$ cat config.mk
export PLATFORM = sky130hd
export DESIGN_NAME = packet_substring_filter_core
export DESIGN_NICKNAME = d
export VERILOG_FILES = /design/src/hw/rtl/psf_pkg.sv /design/src/hw/rtl/psf_cell.sv /design/src/hw/rtl/packet_substring_filter_core.sv
export SDC_FILE = /design/constraint.sdc
export NUM_CORES = 1
export LEC_CHECK = 0
export BUFFER_PORTS_ARGS = -buffer_cell sky130_fd_sc_hd__buf_4
export CAP_MARGIN = 10
export CORE_MARGIN = 2
export CORE_UTILIZATION = 55
export DETAILED_ROUTE_END_ITERATION = 6
export PLACE_DENSITY = 0.77
export SLEW_MARGIN = 10
export SYNTH_ARGS = -nofsm -noshare
export SYNTH_HDL_FRONTEND = slang
export SYNTH_SLANG_ARGS = --single-unit
$ cat constraint.sdc
create_clock -name clk_i -period 4.2 [get_ports clk_i]
set_clock_uncertainty 0.05 [all_clocks]
set_input_delay 0.84 -clock clk_i [delete_from_list [all_inputs] [get_ports clk_i]]
set_output_delay 0.84 -clock clk_i [all_outputs]
set_load 0.005 [all_outputs]
$ cat src/hw/rtl/psf_pkg.sv
package psf_pkg;

  localparam int MaxPatternBytes = 16;
  localparam int CfgDataW        = 32;
  localparam int CfgIdxW         = 3;
  localparam int LenW            = 5;
  localparam int CountW          = 48;

  typedef enum logic [CfgIdxW-1:0] {
    CfgPatWord0 = 3'd0,
    CfgPatWord1 = 3'd1,
    CfgPatWord2 = 3'd2,
    CfgPatWord3 = 3'd3,
    CfgPatLen   = 3'd4
  } psf_cfg_idx_e;

  typedef enum logic {
    OpByte  = 1'b0,
    OpClear = 1'b1
  } psf_op_e;

  typedef enum logic [1:0] {
    StatusFound   = 2'd0,
    StatusDrop    = 2'd1,
    StatusDropped = 2'd2
  } psf_status_e;

  typedef struct packed {
    logic       op;
    logic [7:0] data_byte;
    logic       last_byte;
    logic       already_dropped;
  } psf_in_t;

  typedef struct packed {
    logic [1:0]        packet_status;
    logic [CountW-1:0] match_count;
  } psf_out_t;

  typedef struct packed {
    logic                we;
    logic [CfgIdxW-1:0]  idx;
    logic [CfgDataW-1:0] data;
  } psf_cfg_wr_t;

  typedef struct packed {
    logic advance;
    logic flush;
  } psf_cell_ctrl_t;

endpackage

$ cat src/hw/rtl/psf_cell.sv
module psf_cell #(
  parameter int CellIdx = 0
) (
  input  logic                   clk_i,
  input  logic                   rst_ni,
  input  psf_pkg::psf_cfg_wr_t   cfg_i,
  input  psf_pkg::psf_cell_ctrl_t ctrl_i,
  input  logic [7:0]             data_byte_i,
  input  logic                   prev_bit_i,
  output logic                   match_o,
  output logic                   bit_o
);
  import psf_pkg::*;

  localparam int WordIdx = CellIdx / 4;
  localparam int Lane    = CellIdx % 4;

  logic [7:0] pat_q;
  logic       bit_q;
  logic       bit_d;

  // Extend the run handed over by the left neighbor if this byte matches.
  assign match_o = prev_bit_i & (data_byte_i == pat_q);
  assign bit_d   = ctrl_i.flush ? 1'b0 : match_o;
  assign bit_o   = bit_q;

  always_ff @(posedge clk_i or negedge rst_ni) begin
    if (!rst_ni) begin
      pat_q <= 8'h00;
    end else if (cfg_i.we && (cfg_i.idx == CfgIdxW'(CfgPatWord0 + WordIdx))) begin
      pat_q <= cfg_i.data[Lane*8 +: 8];
    end
  end

  always_ff @(posedge clk_i or negedge rst_ni) begin
    if (!rst_ni) begin
      bit_q <= 1'b0;
    end else if (ctrl_i.advance) begin
      bit_q <= bit_d;
    end
  end

endmodule

$ cat src/hw/rtl/packet_substring_filter_core.sv
// Packet substring filter.
// Input beats carry one packet byte each (op = byte) or a counter clear
// (op = clear). A beat is taken on a clock edge with in_valid_i high and
// in_stall_o low; one beat can be taken every cycle.
// On the last byte of a packet one result beat is registered for the
// output channel (in the skid register if the output is held): status
// (found / not found / dropped upstream) and the saturating count of
// kept packets after this packet. Other beats give no result.
// Matching runs in a row of byte cells, one per pattern byte; each cell
// compares the incoming byte to its pattern byte and passes its partial
// match bit to the next cell, so every byte is checked in all cells at once.
// The output has a register plus a skid register: input beats keep
// flowing while a result waits, and in_stall_o rises only once both are
// full under out_stall_i.
// Pattern words and length are written through cfg_we_i / cfg_idx_i /
// cfg_data_i while no packet is in flight. Reset clears the pattern,
// length, partial matches, counter and both output valid flags.
module packet_substring_filter_core #(
  parameter int MaxPatternBytes = psf_pkg::MaxPatternBytes
) (
  input  logic                           clk_i,
  input  logic                           rst_ni,
  input  logic                           cfg_we_i,
  input  logic [psf_pkg::CfgIdxW-1:0]    cfg_idx_i,
  input  logic [psf_pkg::CfgDataW-1:0]   cfg_data_i,
  input  logic                           in_valid_i,
  output logic                           in_stall_o,
  input  psf_pkg::psf_in_t               in_data_i,
  output logic                           out_valid_o,
  input  logic                           out_stall_i,
  output psf_pkg::psf_out_t              out_data_o
);
  import psf_pkg::*;

  logic [LenW-1:0]            len_q;
  logic [LenW-1:0]            used_len;
  logic [MaxPatternBytes-1:0] match_now;
  logic [MaxPatternBytes-1:0] chain_bits;
  logic [MaxPatternBytes-1:0] len_sel;
  logic                       found_q, found_d, found_now;
  logic [CountW-1:0]          cnt_q, cnt_d;
  logic                       in_acc, advance, is_last, res_valid;
  psf_out_t                   res;
  psf_cfg_wr_t                cfg_wr;
  psf_cell_ctrl_t             cell_ctrl;
  logic                       main_valid_q, main_valid_d;
  logic                       skid_valid_q, skid_valid_d;
  psf_out_t                   main_q, main_d;
  psf_out_t                   skid_q, skid_d;
  logic                       pop;

  assign in_acc  = in_valid_i & ~in_stall_o;
  assign advance = in_acc & (in_data_i.op == OpByte);
  assign is_last = advance & in_data_i.last_byte;

  assign cfg_wr.we   = cfg_we_i;
  assign cfg_wr.idx  = cfg_idx_i;
  assign cfg_wr.data = cfg_data_i;

  assign cell_ctrl.advance = advance;
  assign cell_ctrl.flush   = in_data_i.last_byte;

  always_ff @(posedge clk_i or negedge rst_ni) begin
    if (!rst_ni) begin
      len_q <= '0;
    end else if (cfg_we_i && (cfg_idx_i == CfgPatLen)) begin
      len_q <= cfg_data_i[LenW-1:0];
    end
  end

  assign used_len = (len_q > LenW'(MaxPatternBytes)) ? LenW'(MaxPatternBytes) : len_q;

  for (genvar g = 0; g < MaxPatternBytes; g++) begin : g_cell
    logic prev_bit;
    if (g == 0) begin : g_head
      assign prev_bit = 1'b1;
    end else begin : g_link
      assign prev_bit = chain_bits[g-1];
    end

    assign len_sel[g] = (used_len == LenW'(g + 1));

    psf_cell #(
      .CellIdx (g)
    ) u_cell (
      .clk_i       (clk_i),
      .rst_ni      (rst_ni),
      .cfg_i       (cfg_wr),
      .ctrl_i      (cell_ctrl),
      .data_byte_i (in_data_i.data_byte),
      .prev_bit_i  (prev_bit),
      .match_o     (match_now[g]),
      .bit_o       (chain_bits[g])
    );
  end

  assign found_now = found_q | (used_len == '0) | (|(match_now & len_sel));
  assign found_d   = in_data_i.last_byte ? 1'b0 : found_now;

  always_ff @(posedge clk_i or negedge rst_ni) begin
    if (!rst_ni) begin
      found_q <= 1'b0;
    end else if (advance) begin
      found_q <= found_d;
    end
  end

  // Count kept packets, saturate at all ones; a clear beat resets the count.
  always_comb begin
    cnt_d = cnt_q;
    if (in_acc && (in_data_i.op == OpClear)) begin
      cnt_d = '0;
    end else if (is_last && !in_data_i.already_dropped && found_now && (cnt_q != '1)) begin
      cnt_d = cnt_q + CountW'(1);
    end
  end

  always_ff @(posedge clk_i or negedge rst_ni) begin
    if (!rst_ni) begin
      cnt_q <= '0;
    end else begin
      cnt_q <= cnt_d;
    end
  end

  always_comb begin
    res.match_count = cnt_d;
    if (in_data_i.already_dropped) begin
      res.packet_status = StatusDropped;
    end else if (found_now) begin
      res.packet_status = StatusFound;
    end else begin
      res.packet_status = StatusDrop;
    end
  end

  assign res_valid = is_last;

  // Output register with skid: the skid only fills when the output is held.
  assign pop        = main_valid_q & ~out_stall_i;
  assign in_stall_o = skid_valid_q;

  always_comb begin
    main_valid_d = main_valid_q;
    main_d       = main_q;
    skid_valid_d = skid_valid_q;
    skid_d       = skid_q;
    if (!main_valid_q || pop) begin
      if (skid_valid_q) begin
        main_valid_d = 1'b1;
        main_d       = skid_q;
        skid_valid_d = 1'b0;
      end else begin
        main_valid_d = res_valid;
        main_d       = res;
      end
    end else if (res_valid) begin
      skid_valid_d = 1'b1;
      skid_d       = res;
    end
  end

  always_ff @(posedge clk_i or negedge rst_ni) begin
    if (!rst_ni) begin
      main_valid_q <= 1'b0;
      skid_valid_q <= 1'b0;
    end else begin
      main_valid_q <= main_valid_d;
      skid_valid_q <= skid_valid_d;
    end
  end

  always_ff @(posedge clk_i) begin
    main_q <= main_d;
    skid_q <= skid_d;
  end

  assign out_valid_o = main_valid_q;
  assign out_data_o  = main_q;

endmodule
Yosys cells after proc, flatten, opt, wreduce, memory -nomap -nowiden
Cells that the tools add are included.
{ "word_totals": {"regBits": 299, "input_bits": 51} }
{ "op_classes": {"add_sub_neg": 1, "n_bitwise": 26, "mux": 25, "n_eq_ne": 37, "order_cmp": 1, "n_reduce_logical": 17} }
{ "ops": {"columns": ["cell", "count"], "rows": [
  ["$eq A8 B8 Y1", 16],
  ["$mux W48", 2],
  ["$mux W50", 1],
  ["$add A48 B1 Y48 const B", 1],
  ["$ne A48 B48 Y1 const B", 1],
  ["$eq A5 B4 Y1 const B", 8],
  ["$eq A5 B3 Y1 const B", 4],
  ["$mux W1", 20],
  ["$and A1 B1 Y1", 19],
  ["$and A16 B16 Y16", 1],
  ["$reduce_or A16 Y1", 1],
  ["$eq A5 B2 Y1 const B", 2],
  ["$logic_and A1 B1 Y1", 9],
  ["$eq A3 B2 Y1 const B", 2],
  ["$eq A5 B1 Y1 const B", 1],
  ["$eq A5 B5 Y1 const B", 1],
  ["$gt A5 B5 Y1 const B", 1],
  ["$logic_not A5 Y1", 1],
  ["$mux W5", 1],
  ["$not A1 Y1", 4],
  ["$eq A3 B1 Y1 const B", 1],
  ["$eq A3 B3 Y1 const B", 1],
  ["$logic_not A3 Y1", 1],
  ["$logic_not A1 Y1", 2],
  ["5 further kinds", 6]
]} }

Depth between registers and ports, before layout
Gate-level depths: netlist of run 1.
{ "depth": {"depth_word": 11, "mapped_depth": 13} }

Modules after synthesis
Synthesis of run 1 repeated with hierarchy kept, for this count alone.
{ "hier_totals": {"hier_cells": 1164, "area_unflattened_um2": 14248.7} }
{ "modules_own_cells": {"columns": ["mod", "area_per_inst_um2", "n_inst", "seq_area_each_um2", "cells_each"], "rows": [
  ["packet_substring_filter_core", 7111.8, 1, 4404.2, 628],
  ["psf_cell (g_cell[10].u_cell ...)", 445.4, 8, 225.2, 34],
  ["psf_cell (g_cell[0].u_cell ...)", 447.9, 4, 225.2, 33],
  ["psf_cell (g_cell[12].u_cell ...)", 445.4, 4, 225.2, 33]
]} }

Worst setup path before layout of run 1
OpenSTA, ideal clock, no wires.
{ "synth_timing": {"kind": "input -> register", "startpoint": "input port out_stall_i", "endpoint": "register skid_q[0] in the netlist's numbering (enable)", "stages": 2, "setup_slack_ns": -0.544, "arrival_time_ns": 4.237, "required_ns": 3.693, "n_path_buf": 0, "cell_sequence": "nand2_1 -> nor2_1"} }
{ "synth_via": {"elab_chain_len": 5} }
{ "synth_rtl": {"columns": ["element", "line", "rtl"], "rows": [
  ["from (decl)", "packet_substring_filter_core.sv:30", "input logic out_stall_i,"],
  ["$not A1 Y1", "packet_substring_filter_core.sv:140", "assign pop = main_valid_q & ~out_stall_i;"],
  ["$and A1 B1 Y1", "packet_substring_filter_core.sv:140", null],
  ["$logic_or A1 B1 Y1", "packet_substring_filter_core.sv:148", "if (!main_valid_q || pop) begin"],
  ["$not A1 Y1 (no source line)", null, null],
  ["$reduce_and A2 Y1 (no source line)", null, null],
  ["to (signal assigned)", "packet_substring_filter_core.sv:175", "skid_q <= skid_d;"],
  ["to (decl)", "packet_substring_filter_core.sv:49", "psf_out_t skid_q, skid_d;"]
]} }
No other way between the ends.
A chain may end at the register's enable or synchronous reset.

Worst setup path in the final report of run 1
{ "layout_timing": {"startpoint": "register cnt_q[11]", "endpoint": "register skid_q[38] in the netlist's numbering (data pin)"} }
{ "layout_via": {"elab_chain_len": 4, "word_cells_on_any_way": 5} }
{ "layout_rtl": {"columns": ["element", "line", "rtl"], "rows": [
  ["from (decl)", "packet_substring_filter_core.sv:41", "logic [CountW-1:0] cnt_q, cnt_d;"],
  ["from (signal assigned)", "packet_substring_filter_core.sv:122", "cnt_q <= cnt_d;"],
  ["branches (longest 2 deep; another with $add A48 B1 Y48)", null, null],
  ["$mux W48 *", "packet_substring_filter_core.sv:113", "end else if (is_last && !in_data_i.already_dropped && found_now && (cnt_q != '1)) begin"],
  ["$mux W48 *", "packet_substring_filter_core.sv:111", "if (in_acc && (in_data_i.op == OpClear)) begin"],
  ["named net cnt_d[38]", "packet_substring_filter_core.sv:41", null]
]} }
Mark *: on every way through the listed nets, which the timed path passes.

==> impl_metrics.ini, run 1 <==
[cts]
number_of_clock_buffers_inserted_by_tritoncts = 34
ctsResizeCount = 0
clockBufferDepth = 3
clk_root_buffer_cell = sky130_fd_sc_hd__clkbuf_16
cts-hold-fix-buffers = 0
clk_latency_ns = 0.51
cts.repair_timing.setup_buffer_count = 0
cts.clk_slew.worst_paths_ns = 0.06
clkSinkCount = 299
htreeDepth = 2
tritoncts = built

[power_and_ir_drop]
p_sw_frac = 0.251
total_switching_power_uw = 1830
power_frac_comb = 0.136
sequentialPowerShare = 0.488
power-per-cell-area_nw_per_um2 = 434
irDropWorstVdd_mv = 0.479
internal-power_uw = 5480
leakagePower_uw = 0.00655
power_frac_clock = 0.375

[final_layout]
syn_to_final_growth_pct = 14.7
final_nets = 1402
post_route_cells_drive_above_1_share = 0.237
antenna-diode-count = 0

[synthesis]
ys_top_cells_by_count = sky130_fd_sc_hd__dfrtp_1, sky130_fd_sc_hd__mux2_2, sky130_fd_sc_hd__xnor2_1
syn-cell-area_um2 = 14700
share_of_the_synthesized_area_in_the_top_cell_type = 0.339
ys_seq_area_frac = 0.543
yosysWarningCount = 0
postSynthAreaPerCell_um2 = 11.5
edff_count_synth = 100
synth_ff_type = sky130_fd_sc_hd__dfrtp_1
cell_type_with_the_highest_aggregate_area_in_the_netlist = sky130_fd_sc_hd__dfrtp_1
synth.area.top_cells = sky130_fd_sc_hd__dfrtp_1, sky130_fd_sc_hd__edfxtp_1, sky130_fd_sc_hd__mux2_2, sky130_fd_sc_hd__xnor2_1, sky130_fd_sc_hd__nand2_1
post_synth_inst_count = 1274
postSynthRegisterBits = 299
post-synth-top-count-cell = sky130_fd_sc_hd__dfrtp_1
yosys.cell_types.count = 56
synth.net_count = 1326
asyncSetResetFlopFracSynth = 0.666

[sta]
relSlewSlack = 0.292
max_slew.worst_pin.slew_ns = 1.05
finalCriticalPeriod_ns = 3.58
rsz_0062_raised_after_global_routing = false
timing.final.hold_violations = 0
setup_violations = 0
timing.setup.tns_ns = 0
timing.fmax_mhz = 279
finalMaxSlewViolations = 0
holdWs_ns = 0.314
period_share = 0.852

[global_route]
grt_antenna_before_repair = 0
grt_overflow = 0
grt_max_degree = 84
vias_in_the_first_global_route = 10833
grt_first_pass_wirelength_um = 59300
groute.usage.overall = 0.264

[worst_setup_path]
worstPathCellList = and4_1 > nand4_1 > inv_1 > nand2_1 > nor2_1 > nand2_1 > or4_1 > a21oi_1
critical_path.max_stage_delay_ns = 0.64
critical-path-top-cell-by-count = sky130_fd_sc_hd__nand2_1
crit_path_top_delay_cell = sky130_fd_sc_hd__or4_1
timing.critical_path.from_type = flip-flop
timing_worst_setup_path_type = flip-flop to flip-flop
setup.reg_to_reg.worst_slack_ns = 0.62
timing.critical_path.required_ns = 4.48
cp-end-kind = flip-flop
worst-path-buf-inv = 1
worst_ep_arrival_time_ns = 3.86
crit_family = simple AND/OR/NAND/NOR gates
worstPathMaxFanout = 19

[detailed_routing]
first_iter_violations = 1078
postRouteWirelength_um = 36300
firstDrtPassIters = 7
num_vias = 10820
routed_wire_length_per_instance_um = 21.3
post_drt_via_cell_ratio = 6.33
ant_nets = 0
drc_errors = 7

[placement]
buffer_ports.inserted = 102
place_hpwl_um = 23800
finalWeightedCongestion = 0.880

[run]
max_cap_viols = 0

[die]
die_height_um = 167
io-pin-count = 103
effective_utilization_at_floorplan = 0.562
dieArea_um2 = 28000
core_area_um2 = 26100
die_x_extent_um = 167
floorplan.rows = 59

[run_status]
failed_checks = design-rule violations
status = complete, but fails checks

[min_path]
worstHoldPathType = primary input to async pin
## power by group through the flow
stage,combinational [uW],clock (uW),sequential [uW]
3_5_place_dp,994,0,3620
3_3_place_gp,964,0,3610
6_report,998,2740,3570
4_1_cts,1000,2780,3570
2_1_floorplan,699,0,3550
5_1_grt,1090,2900,3610
## registers in the layout (all words and copies together), names as in the netlist
| signal | count |
|---|---|
| in_stall_o | 1 |
| out_valid_o | 1 |
| skid_q | 50 |
| out_data_o | 50 |
| found_q | 1 |
| g_cell.u_cell.bit_o | 15 |
| g_cell.u_cell.pat_q | 128 |
| len_q | 5 |
| cnt_q | 48 |
## metal layers
metal / global-route usage / wire, um / vias to the layer above
met5: 0 / 0 / -
met4: 0.100 / 1260 / 0
met3: 0.0397 / 2300 / 92
met2: 0.440 / 17800 / 411
met1: 0.354 / 15000 / 5396
li1: - / - / 4921
## final timing paths
check                                                         start                                      to  cells after the start
worst max-delay path                            cnt_q[11]$_DFF_PN0_                    skid_q[38]$_DFFE_PP_                      8
worst min-delay path                                         rst_ni  g_cell[11].u_cell.pat_q[6]$_DFFE_PN0P_                      1
worst max register to register                  cnt_q[11]$_DFF_PN0_                    skid_q[38]$_DFFE_PP_                      8
worst min register to register  g_cell[14].u_cell.bit_o$_DFFE_PN0P_     g_cell[14].u_cell.bit_o$_DFFE_PN0P_                      2
max in group asynchronous                                    rst_ni  g_cell[13].u_cell.pat_q[6]$_DFFE_PN0P_                      2
min in group clk_i              g_cell[14].u_cell.bit_o$_DFFE_PN0P_     g_cell[14].u_cell.bit_o$_DFFE_PN0P_                      2
## kinds of logic (layout without fill, tap and decap cells)
kind of cell / count (synthesis) / count (layout) / share of synthesized area
muxes: 137 / 137 / 0.105
DFF: 299 / 299 / 0.543
AOI/OAI and AO/OA: 203 / 203 / 0.0980
adders and majority gates: 1 / 1 / 0.000852
xor gates and xnor gates: 136 / 136 / 0.0811
buffers and inverters: 107 / 206 / 0.0316
and+or+nand+nor: 391 / 391 / 0.140
## final cells by class
class	count	area, um^2
multi-input combinational	868	6280
clock inverter	11	55.1
sequential	299	7980
fill	2015	9290
tap	335	419
inverter	14	52.6
clock buffer	48	975
timing repair buffer	133	1080
## placed cells by master (no fill, tap or decap), types with 29 or more instances in the layout
cell type	instances
sky130_fd_sc_hd__a21oi_1	35
sky130_fd_sc_hd__buf_4	126
sky130_fd_sc_hd__clkbuf_16	35
sky130_fd_sc_hd__dfrtp_1	198
sky130_fd_sc_hd__edfxtp_1	100
sky130_fd_sc_hd__mux2_2	133
sky130_fd_sc_hd__nand2_1	100
sky130_fd_sc_hd__nand3_1	73
sky130_fd_sc_hd__nand4_1	32
sky130_fd_sc_hd__nor2_1	31
sky130_fd_sc_hd__nor3_1	35
sky130_fd_sc_hd__o211ai_1	29
sky130_fd_sc_hd__o21ai_0	32
sky130_fd_sc_hd__or4_1	30
sky130_fd_sc_hd__xnor2_1	111
## metrics by stage
step           total power (uW)  cell area [um^2]   util  instances  setup slack [ns]
3_5_place_dp               4620             15800  0.605       1649             0.209
5_1_grt                    7600             16800  0.645       1708             0.417
4_1_cts                    7350             16800  0.645       1708             0.676
3_3_place_gp               4570             15800  0.605       1649             0.315
2_1_floorplan              4250             14700      -       1274            0.0186
6_report                   7310             16800  0.645       1708             0.622
No activity file was read; power rests on OpenSTA's default activity.
==> run 2: changes to the inputs <==
--- a/config.mk
+++ b/config.mk
@@ -6,4 +6,5 @@
 export NUM_CORES = 1
 export LEC_CHECK = 0
+export ABC_AREA = 1
 export BUFFER_PORTS_ARGS = -buffer_cell sky130_fd_sc_hd__buf_4
 export CAP_MARGIN = 10
@@ -11,5 +12,5 @@
 export CORE_UTILIZATION = 55
 export DETAILED_ROUTE_END_ITERATION = 6
-export PLACE_DENSITY = 0.77
+export PLACE_DENSITY = 0.76
 export SLEW_MARGIN = 10
 export SYNTH_ARGS = -nofsm -noshare
--- a/constraint.sdc
+++ b/constraint.sdc
@@ -3,3 +3,3 @@
 set_input_delay 0.84 -clock clk_i [delete_from_list [all_inputs] [get_ports clk_i]]
 set_output_delay 0.84 -clock clk_i [all_outputs]
-set_load 0.005 [all_outputs]
+set_load 0.02 [all_outputs]
==> run 2 against run 1 <==
The flow still finishes with violations (design-rule violations). Sequential cell count is the same. Setup slack better by 0.093 ns. Maximum frequency grew 2.7%. Die area grew 2.3%. Cell count rose by 34%. Sequential share of layout area down 0.82 points. Non-clock buffer count down 13. Power rose by 2.3%. Clock-buffer cell count is 1 higher. First-iteration DRC count increased by 12%. Worst hold slack better by 0.032 ns. Synthesized cell count grew 45%.
==> impl_metrics.ini, run 2 <==
[die]
io-pin-count = 103
die_height_um = 169
effective_utilization_at_floorplan = 0.559
dieArea_um2 = 28700
die_x_extent_um = 169
floorplan.rows = 60
core_area_um2 = 26900

[worst_setup_path]
worst_ep_arrival_time_ns = 3.69
cp-end-kind = flip-flop
critical_path.reg2reg.startpoint = cnt_q[0]$_DFF_PN0_
critPathLaunch = cnt_q[0]$_DFF_PN0_
timing_worst_setup_path_type = flip-flop to flip-flop
timing.critical_path.from_type = flip-flop
worstPathMaxFanout = 24
timing.critical_path.required_ns = 4.40

[power_and_ir_drop]
sequentialPowerShare = 0.471
leakagePower_uw = 0.00822
power_frac_comb = 0.132
power-per-cell-area_nw_per_um2 = 437
irDropWorstVdd_mv = 0.345
power_uw = 7480
total_switching_power_uw = 2030
p_sw_frac = 0.271
internal-power_uw = 5450
power_frac_clock = 0.398

[synthesis]
cell_type_with_the_highest_aggregate_area_in_the_netlist = sky130_fd_sc_hd__dfrtp_1
yosysWarningCount = 0
ys_seq_area_frac = 0.531
postSynthRegisterBits = 299
post_synth_inst_count = 1849
asyncSetResetFlopFracSynth = 0.666
synth.net_count = 1901
edff_count_synth = 100
post-synth-top-count-cell = sky130_fd_sc_hd__nand2_1
synth.area.top_cells = sky130_fd_sc_hd__dfrtp_1, sky130_fd_sc_hd__edfxtp_1, sky130_fd_sc_hd__nand2_1, sky130_fd_sc_hd__o21ai_0, sky130_fd_sc_hd__nor2_1
ys_top_cells_by_count = sky130_fd_sc_hd__nand2_1, sky130_fd_sc_hd__dfrtp_1, sky130_fd_sc_hd__nor2_1
postSynthAreaPerCell_um2 = 8.13
yosys.cell_types.count = 32
syn-cell-area_um2 = 15000
share_of_the_synthesized_area_in_the_top_cell_type = 0.331
synth_ff_type = sky130_fd_sc_hd__dfrtp_1

[detailed_routing]
post_drt_via_cell_ratio = 5.56
first_iter_violations = 1207
routed_wire_length_per_instance_um = 17.7
drc_errors = 2
num_vias = 12707
firstDrtPassIters = 7
postRouteWirelength_um = 40400
ant_nets = 0

[cts]
clk_latency_ns = 0.51
cts-hold-fix-buffers = 0
ctsResizeCount = 0
cts.repair_timing.setup_buffer_count = 0
cts.clk_slew.worst_paths_ns = 0.06
htreeDepth = 2
tritoncts = built
clkSinkCount = 299
number_of_clock_buffers_inserted_by_tritoncts = 34
clk_root_buffer_cell = sky130_fd_sc_hd__clkbuf_16
clockBufferDepth = 3

[global_route]
grt_max_degree = 90
grt_antenna_before_repair = 0
grt_first_pass_wirelength_um = 64900
groute.usage.overall = 0.288
vias_in_the_first_global_route = 12283
grt_overflow = 0

[sta]
period_share = 0.830
finalMaxSlewViolations = 0
finalCriticalPeriod_ns = 3.49
timing.fmax_mhz = 287
setup_violations = 0
timing.setup.tns_ns = 0
relSlewSlack = 0.187
timing.final.hold_violations = 0
rsz_0062_raised_after_global_routing = false
max_slew.worst_pin.slew_ns = 1.22

[placement]
finalWeightedCongestion = 1.01
dpl_cell_area_um2 = 16000
buffer_ports.inserted = 102
place_hpwl_um = 28400

[final_layout]
final_cell_area_um2 = 17100
leading_cell_type_in_the_layout_fill_and_taps_excluded = sky130_fd_sc_hd__nand2_1
layout.core_utilization = 0.638
final_nets = 1972
post_route_cells_drive_above_1_share = 0.0983
largest_register_ffs = 128
multi_input_area_um2 = 6080
syn_to_final_growth_pct = 14.1
layout.filler_cells = 2299
layout.area.seq_um2 = 7980
mostFrequentLayoutCells = sky130_fd_sc_hd__nand2_1, sky130_fd_sc_hd__dfrtp_1, sky130_fd_sc_hd__nor2_1
largest_register_by_flop_count = g_cell.u_cell.pat_q
antenna-diode-count = 0

[min_path]
worstHoldPathType = primary input to async pin

[run]
max_cap_viols = 0

[run_status]
failed_checks = design-rule violations
status = complete, but fails checks
==> run 2: cell count changes after synthesis, sizes merged, moves of 30 or more <==
cell,before,now
inv,14,156
mux2,133,0
nand2,101,616
nand3,73,119
nor2,35,167
o21ai,33,166
or4,30,0
xnor2,111,36
==> run 2: final timing paths <==
kind	end	cells past startpoint	slack, ns
min in group clk_i	g_cell[14].u_cell.bit_o$_DFFE_PN0P_	1	0.45
min reg2reg	g_cell[14].u_cell.bit_o$_DFFE_PN0P_	1	0.45
max	out_data_o[19]$_DFFE_PN_	14	0.71
max reg2reg	out_data_o[19]$_DFFE_PN_	14	0.71
min	g_cell[1].u_cell.pat_q[1]$_DFFE_PN0P_	1	0.35
max in group asynchronous	g_cell[5].u_cell.pat_q[5]$_DFFE_PN0P_	2	2.87
==> run 2: metrics by stage <==
step / cells / hold slack (ns) / setup WS, ns
2_1_floorplan: 1849 / 0.403 / 0.0257
3_3_place_gp: 2225 / 0.422 / 0.651
3_5_place_dp: 2225 / 0.435 / 0.574
4_1_cts: 2285 / 0.368 / 0.789
5_1_grt: 2285 / 0.403 / 0.520
6_report: 2285 / 0.346 / 0.714
==> run 2: layout make-up <==
cell class,count,area share
clock buffer,49,0.0572
tap,341,0.0249
timing repair buffer,120,0.0551
clock inverter,11,0.00825
inverter,157,0.0344
sequential,299,0.466
multi-input combinational,1308,0.354
==> run 2: worst max-delay path, cell delays in order (launching register included) <==
cell and delay [ns]:
sky130_fd_sc_hd__dfrtp_1 0.44, sky130_fd_sc_hd__ha_1 0.35, sky130_fd_sc_hd__nand3_2 0.16, sky130_fd_sc_hd__nor2_1 0.35
sky130_fd_sc_hd__inv_2 0.10, sky130_fd_sc_hd__nor4_1 0.23, sky130_fd_sc_hd__nand3_1 0.12, sky130_fd_sc_hd__inv_1 0.11
sky130_fd_sc_hd__nand4_2 0.35, sky130_fd_sc_hd__buf_4 0.35, sky130_fd_sc_hd__buf_4 0.23, sky130_fd_sc_hd__nand4_1 0.14
sky130_fd_sc_hd__nand2_1 0.08, sky130_fd_sc_hd__nand3_1 0.09, sky130_fd_sc_hd__nand2_1 0.07
==> run 2: logic make-up after synthesis <==
group | count (synthesis) | synth area share
AOI/OAI and AO/OA | 221 | 0.0749
xor gates and xnor gates | 87 | 0.0507
adders and majority gates | 1 | 0.000833
buffers and inverters | 242 | 0.0661
DFF | 299 | 0.531
and+or+nand+nor | 999 | 0.276
==> run 2: power groups by stage <==
stage | Combinational, uW | Sequential [uW] | Clock, uW
6_report | 984 | 3520 | 2980
5_1_grt | 1110 | 3550 | 3140
4_1_cts | 988 | 3510 | 3010
3_5_place_dp | 982 | 3570 | 0
3_3_place_gp | 949 | 3550 | 0
2_1_floorplan | 634 | 3530 | 0
==> run 2: metal layers <==
metal,wire length [um],vias up,track usage
li1,-,6115,-
met1,16700,6038,0.386
met2,20000,470,0.493
met3,2460,84,0.0338
met4,1200,0,0.0892
met5,0,-,0
==> run 3: changes to the inputs <==
ABC_AREA = 0   (was 1)
CORE_UTILIZATION = 60   (was 55)
PLACE_DENSITY = 0.79   (was 0.76)
clock period = 3.5 ns   (was 4.2 ns; I/O delays follow)
==> run 3 against run 2 <==
The flow now finishes without violations. Global-route usage is 0.13 points higher. Combinational power is 32% higher. Worst hold slack worse by 0.20 ns. First-iteration DRC count is 29% lower. Cell count is 24% lower. Routed wire length is 8.9% lower. Critical endpoint is now skid_q[34]$_DFFE_PP_. Highest routed layer unchanged.
==> impl_metrics.ini, run 3 (synthesis results as in run 1) <==
[power_and_ir_drop]
power-per-cell-area_nw_per_um2 = 517
leakagePower_uw = 0.00675
irDropWorstVdd_mv = 0.435

[placement]
dpl_cell_area_um2 = 16100
finalWeightedCongestion = 0.908
dp.cells = 1673
place_hpwl_um = 24600
buffer_ports.inserted = 102

[cts]
clkSinkCount = 299
clk_root_buffer_cell = sky130_fd_sc_hd__clkbuf_16
clk_latency_ns = 0.56
cts-hold-fix-buffers = 0
cts.repair_timing.setup_buffer_count = 0
cts.clk_slew.worst_paths_ns = 0.06
ctsResizeCount = 0
number_of_clock_buffers_inserted_by_tritoncts = 31
clockBufferDepth = 3
tritoncts = built
htreeDepth = 1

[detailed_routing]
routed_wire_length_per_instance_um = 21.3
first_iter_violations = 853
num_vias = 10993
drc_errors = 0
ant_nets = 0
postRouteWirelength_um = 36800
firstDrtPassIters = 5
post_drt_via_cell_ratio = 6.35

[worst_setup_path]
timing.critical_path.required_ns = 3.83
timing.reg2reg.worst_path_depth = 9
r2r-end = skid_q[34]$_DFFE_PP_
worstPathMaxFanout = 17
cp-end-kind = flip-flop
timing_worst_setup_path_type = flip-flop to flip-flop
worst_ep_arrival_time_ns = 3.50
setup.reg_to_reg.worst_slack_ns = 0.33
timing.critical_path.from_type = flip-flop
critical_path.reg2reg.startpoint = g_cell[3].u_cell.pat_q[7]$_DFFE_PN0P_

[die]
io-pin-count = 103
floorplan.rows = 57
dieArea_um2 = 25700
die_height_um = 160
core_area_um2 = 24200
effective_utilization_at_floorplan = 0.608
die_x_extent_um = 160

[global_route]
grt_overflow = 0
vias_in_the_first_global_route = 10911
grt_max_degree = 83
grt_first_pass_wirelength_um = 59500
groute.usage.overall = 0.289
grt_antenna_before_repair = 0

[final_layout]
post_route_cells_drive_above_1_share = 0.262
syn_to_final_growth_pct = 16.7
final_cell_area_um2 = 17100
largest_register_ffs = 128
final_nets = 1434
mostFrequentLayoutCells = sky130_fd_sc_hd__dfrtp_1, sky130_fd_sc_hd__buf_4, sky130_fd_sc_hd__mux2_2
largest_register_by_flop_count = g_cell.u_cell.pat_q
leading_cell_type_in_the_layout_fill_and_taps_excluded = sky130_fd_sc_hd__dfrtp_1
antenna-diode-count = 0
instances_no_fill = 1731

[run]
max_cap_viols = 0

[sta]
rsz_0062_raised_after_global_routing = false
finalCriticalPeriod_ns = 3.17
timing.final.hold_violations = 0
setup_violations = 0
relSlewSlack = 0.361
timing.fmax_mhz = 316
max_slew.worst_pin.slew_ns = 0.951
finalMaxSlewViolations = 0
period_share = 0.905
holdWs_ns = 0.145

[run_status]
status = finished, final reports clean

[min_path]
worstHoldPathType = primary input to async pin
run 3: cell count changes in the layout (fill, tap and decap cells not counted), sizes merged, moves of 30 or more:
cell   before  now
mux2        0  133
or4         0   30
nand3     119   73
xnor2      36  111
o21ai     166   33
nor2      167   35
inv       158   16
nand2     616  101
buf       119  167
run 3: layout make-up:
type | instances | area, um^2
inverter | 14 | 52.6
tap | 324 | 405
sequential | 299 | 7980
clock buffer | 45 | 940
fill | 1662 | 7040
timing repair buffer | 168 | 1380
multi-input combinational | 868 | 6280
clock inverter | 13 | 96.3
run 3: worst max-delay path by stage:
stage | from | to | slack (ns) | depth (start not counted)
3_3_place_gp | in_data_i[9] | skid_q[37]$_DFFE_PP_ | 0.006 | 10
3_5_place_dp | in_data_i[9] | skid_q[38]$_DFFE_PP_ | -0.07 | 10
5_1_grt | cnt_q[13]$_DFF_PN0_ | out_data_o[29]$_DFFE_PN_ | 0.21 | 10
6_report | g_cell[3].u_cell.pat_q[7]$_DFFE_PN0P_ | skid_q[34]$_DFFE_PP_ | 0.33 | 9
2_1_floorplan | in_data_i[5] | skid_q[23]$_DFFE_PP_ | 0.16 | 12
4_1_cts | g_cell[3].u_cell.pat_q[7]$_DFFE_PN0P_ | skid_q[22]$_DFFE_PP_ | 0.35 | 9
run 3: per-stage QoR:
stage          utilization  total power, uW  worst slack, ns  setup TNS, ns
5_1_grt              0.709             9180            0.208              0
2_1_floorplan            -             5150            0.160              0
3_3_place_gp         0.666             5560          0.00609              0
3_5_place_dp         0.666             5630          -0.0654         -0.183
4_1_cts              0.709             8900            0.347              0
6_report             0.709             8870            0.332              0
run 3: power by group:
group / switching [uW] / total (uW) / internal (uW)
registers: 285 / 4280 / 4000
logic: 626 / 1300 / 671
clock network: 1360 / 3290 / 1930
total: 2270 / 8870 / 6600
run 3: worst max-delay path: stages, from the launching register on:
cell and delay [ns]:
sky130_fd_sc_hd__dfrtp_1 0.41, sky130_fd_sc_hd__xor2_1 0.15, sky130_fd_sc_hd__nor4_1 0.28, sky130_fd_sc_hd__nand4_1 0.21, sky130_fd_sc_hd__or4b_1 0.59, sky130_fd_sc_hd__o2111ai_1 0.23
sky130_fd_sc_hd__o21ai_4 0.12, sky130_fd_sc_hd__buf_4 0.21, sky130_fd_sc_hd__or4_1 0.52, sky130_fd_sc_hd__a21oi_1 0.22
run 3: layer usage:
layer / global-route usage / vias to the layer above / routed length (um)
li1: - / 4977 / -
met3: 0.0369 / 86 / 2490
met2: 0.490 / 492 / 18400
met4: 0.0860 / 0 / 1080
met5: 0 / - / 0
met1: 0.394 / 5438 / 14800
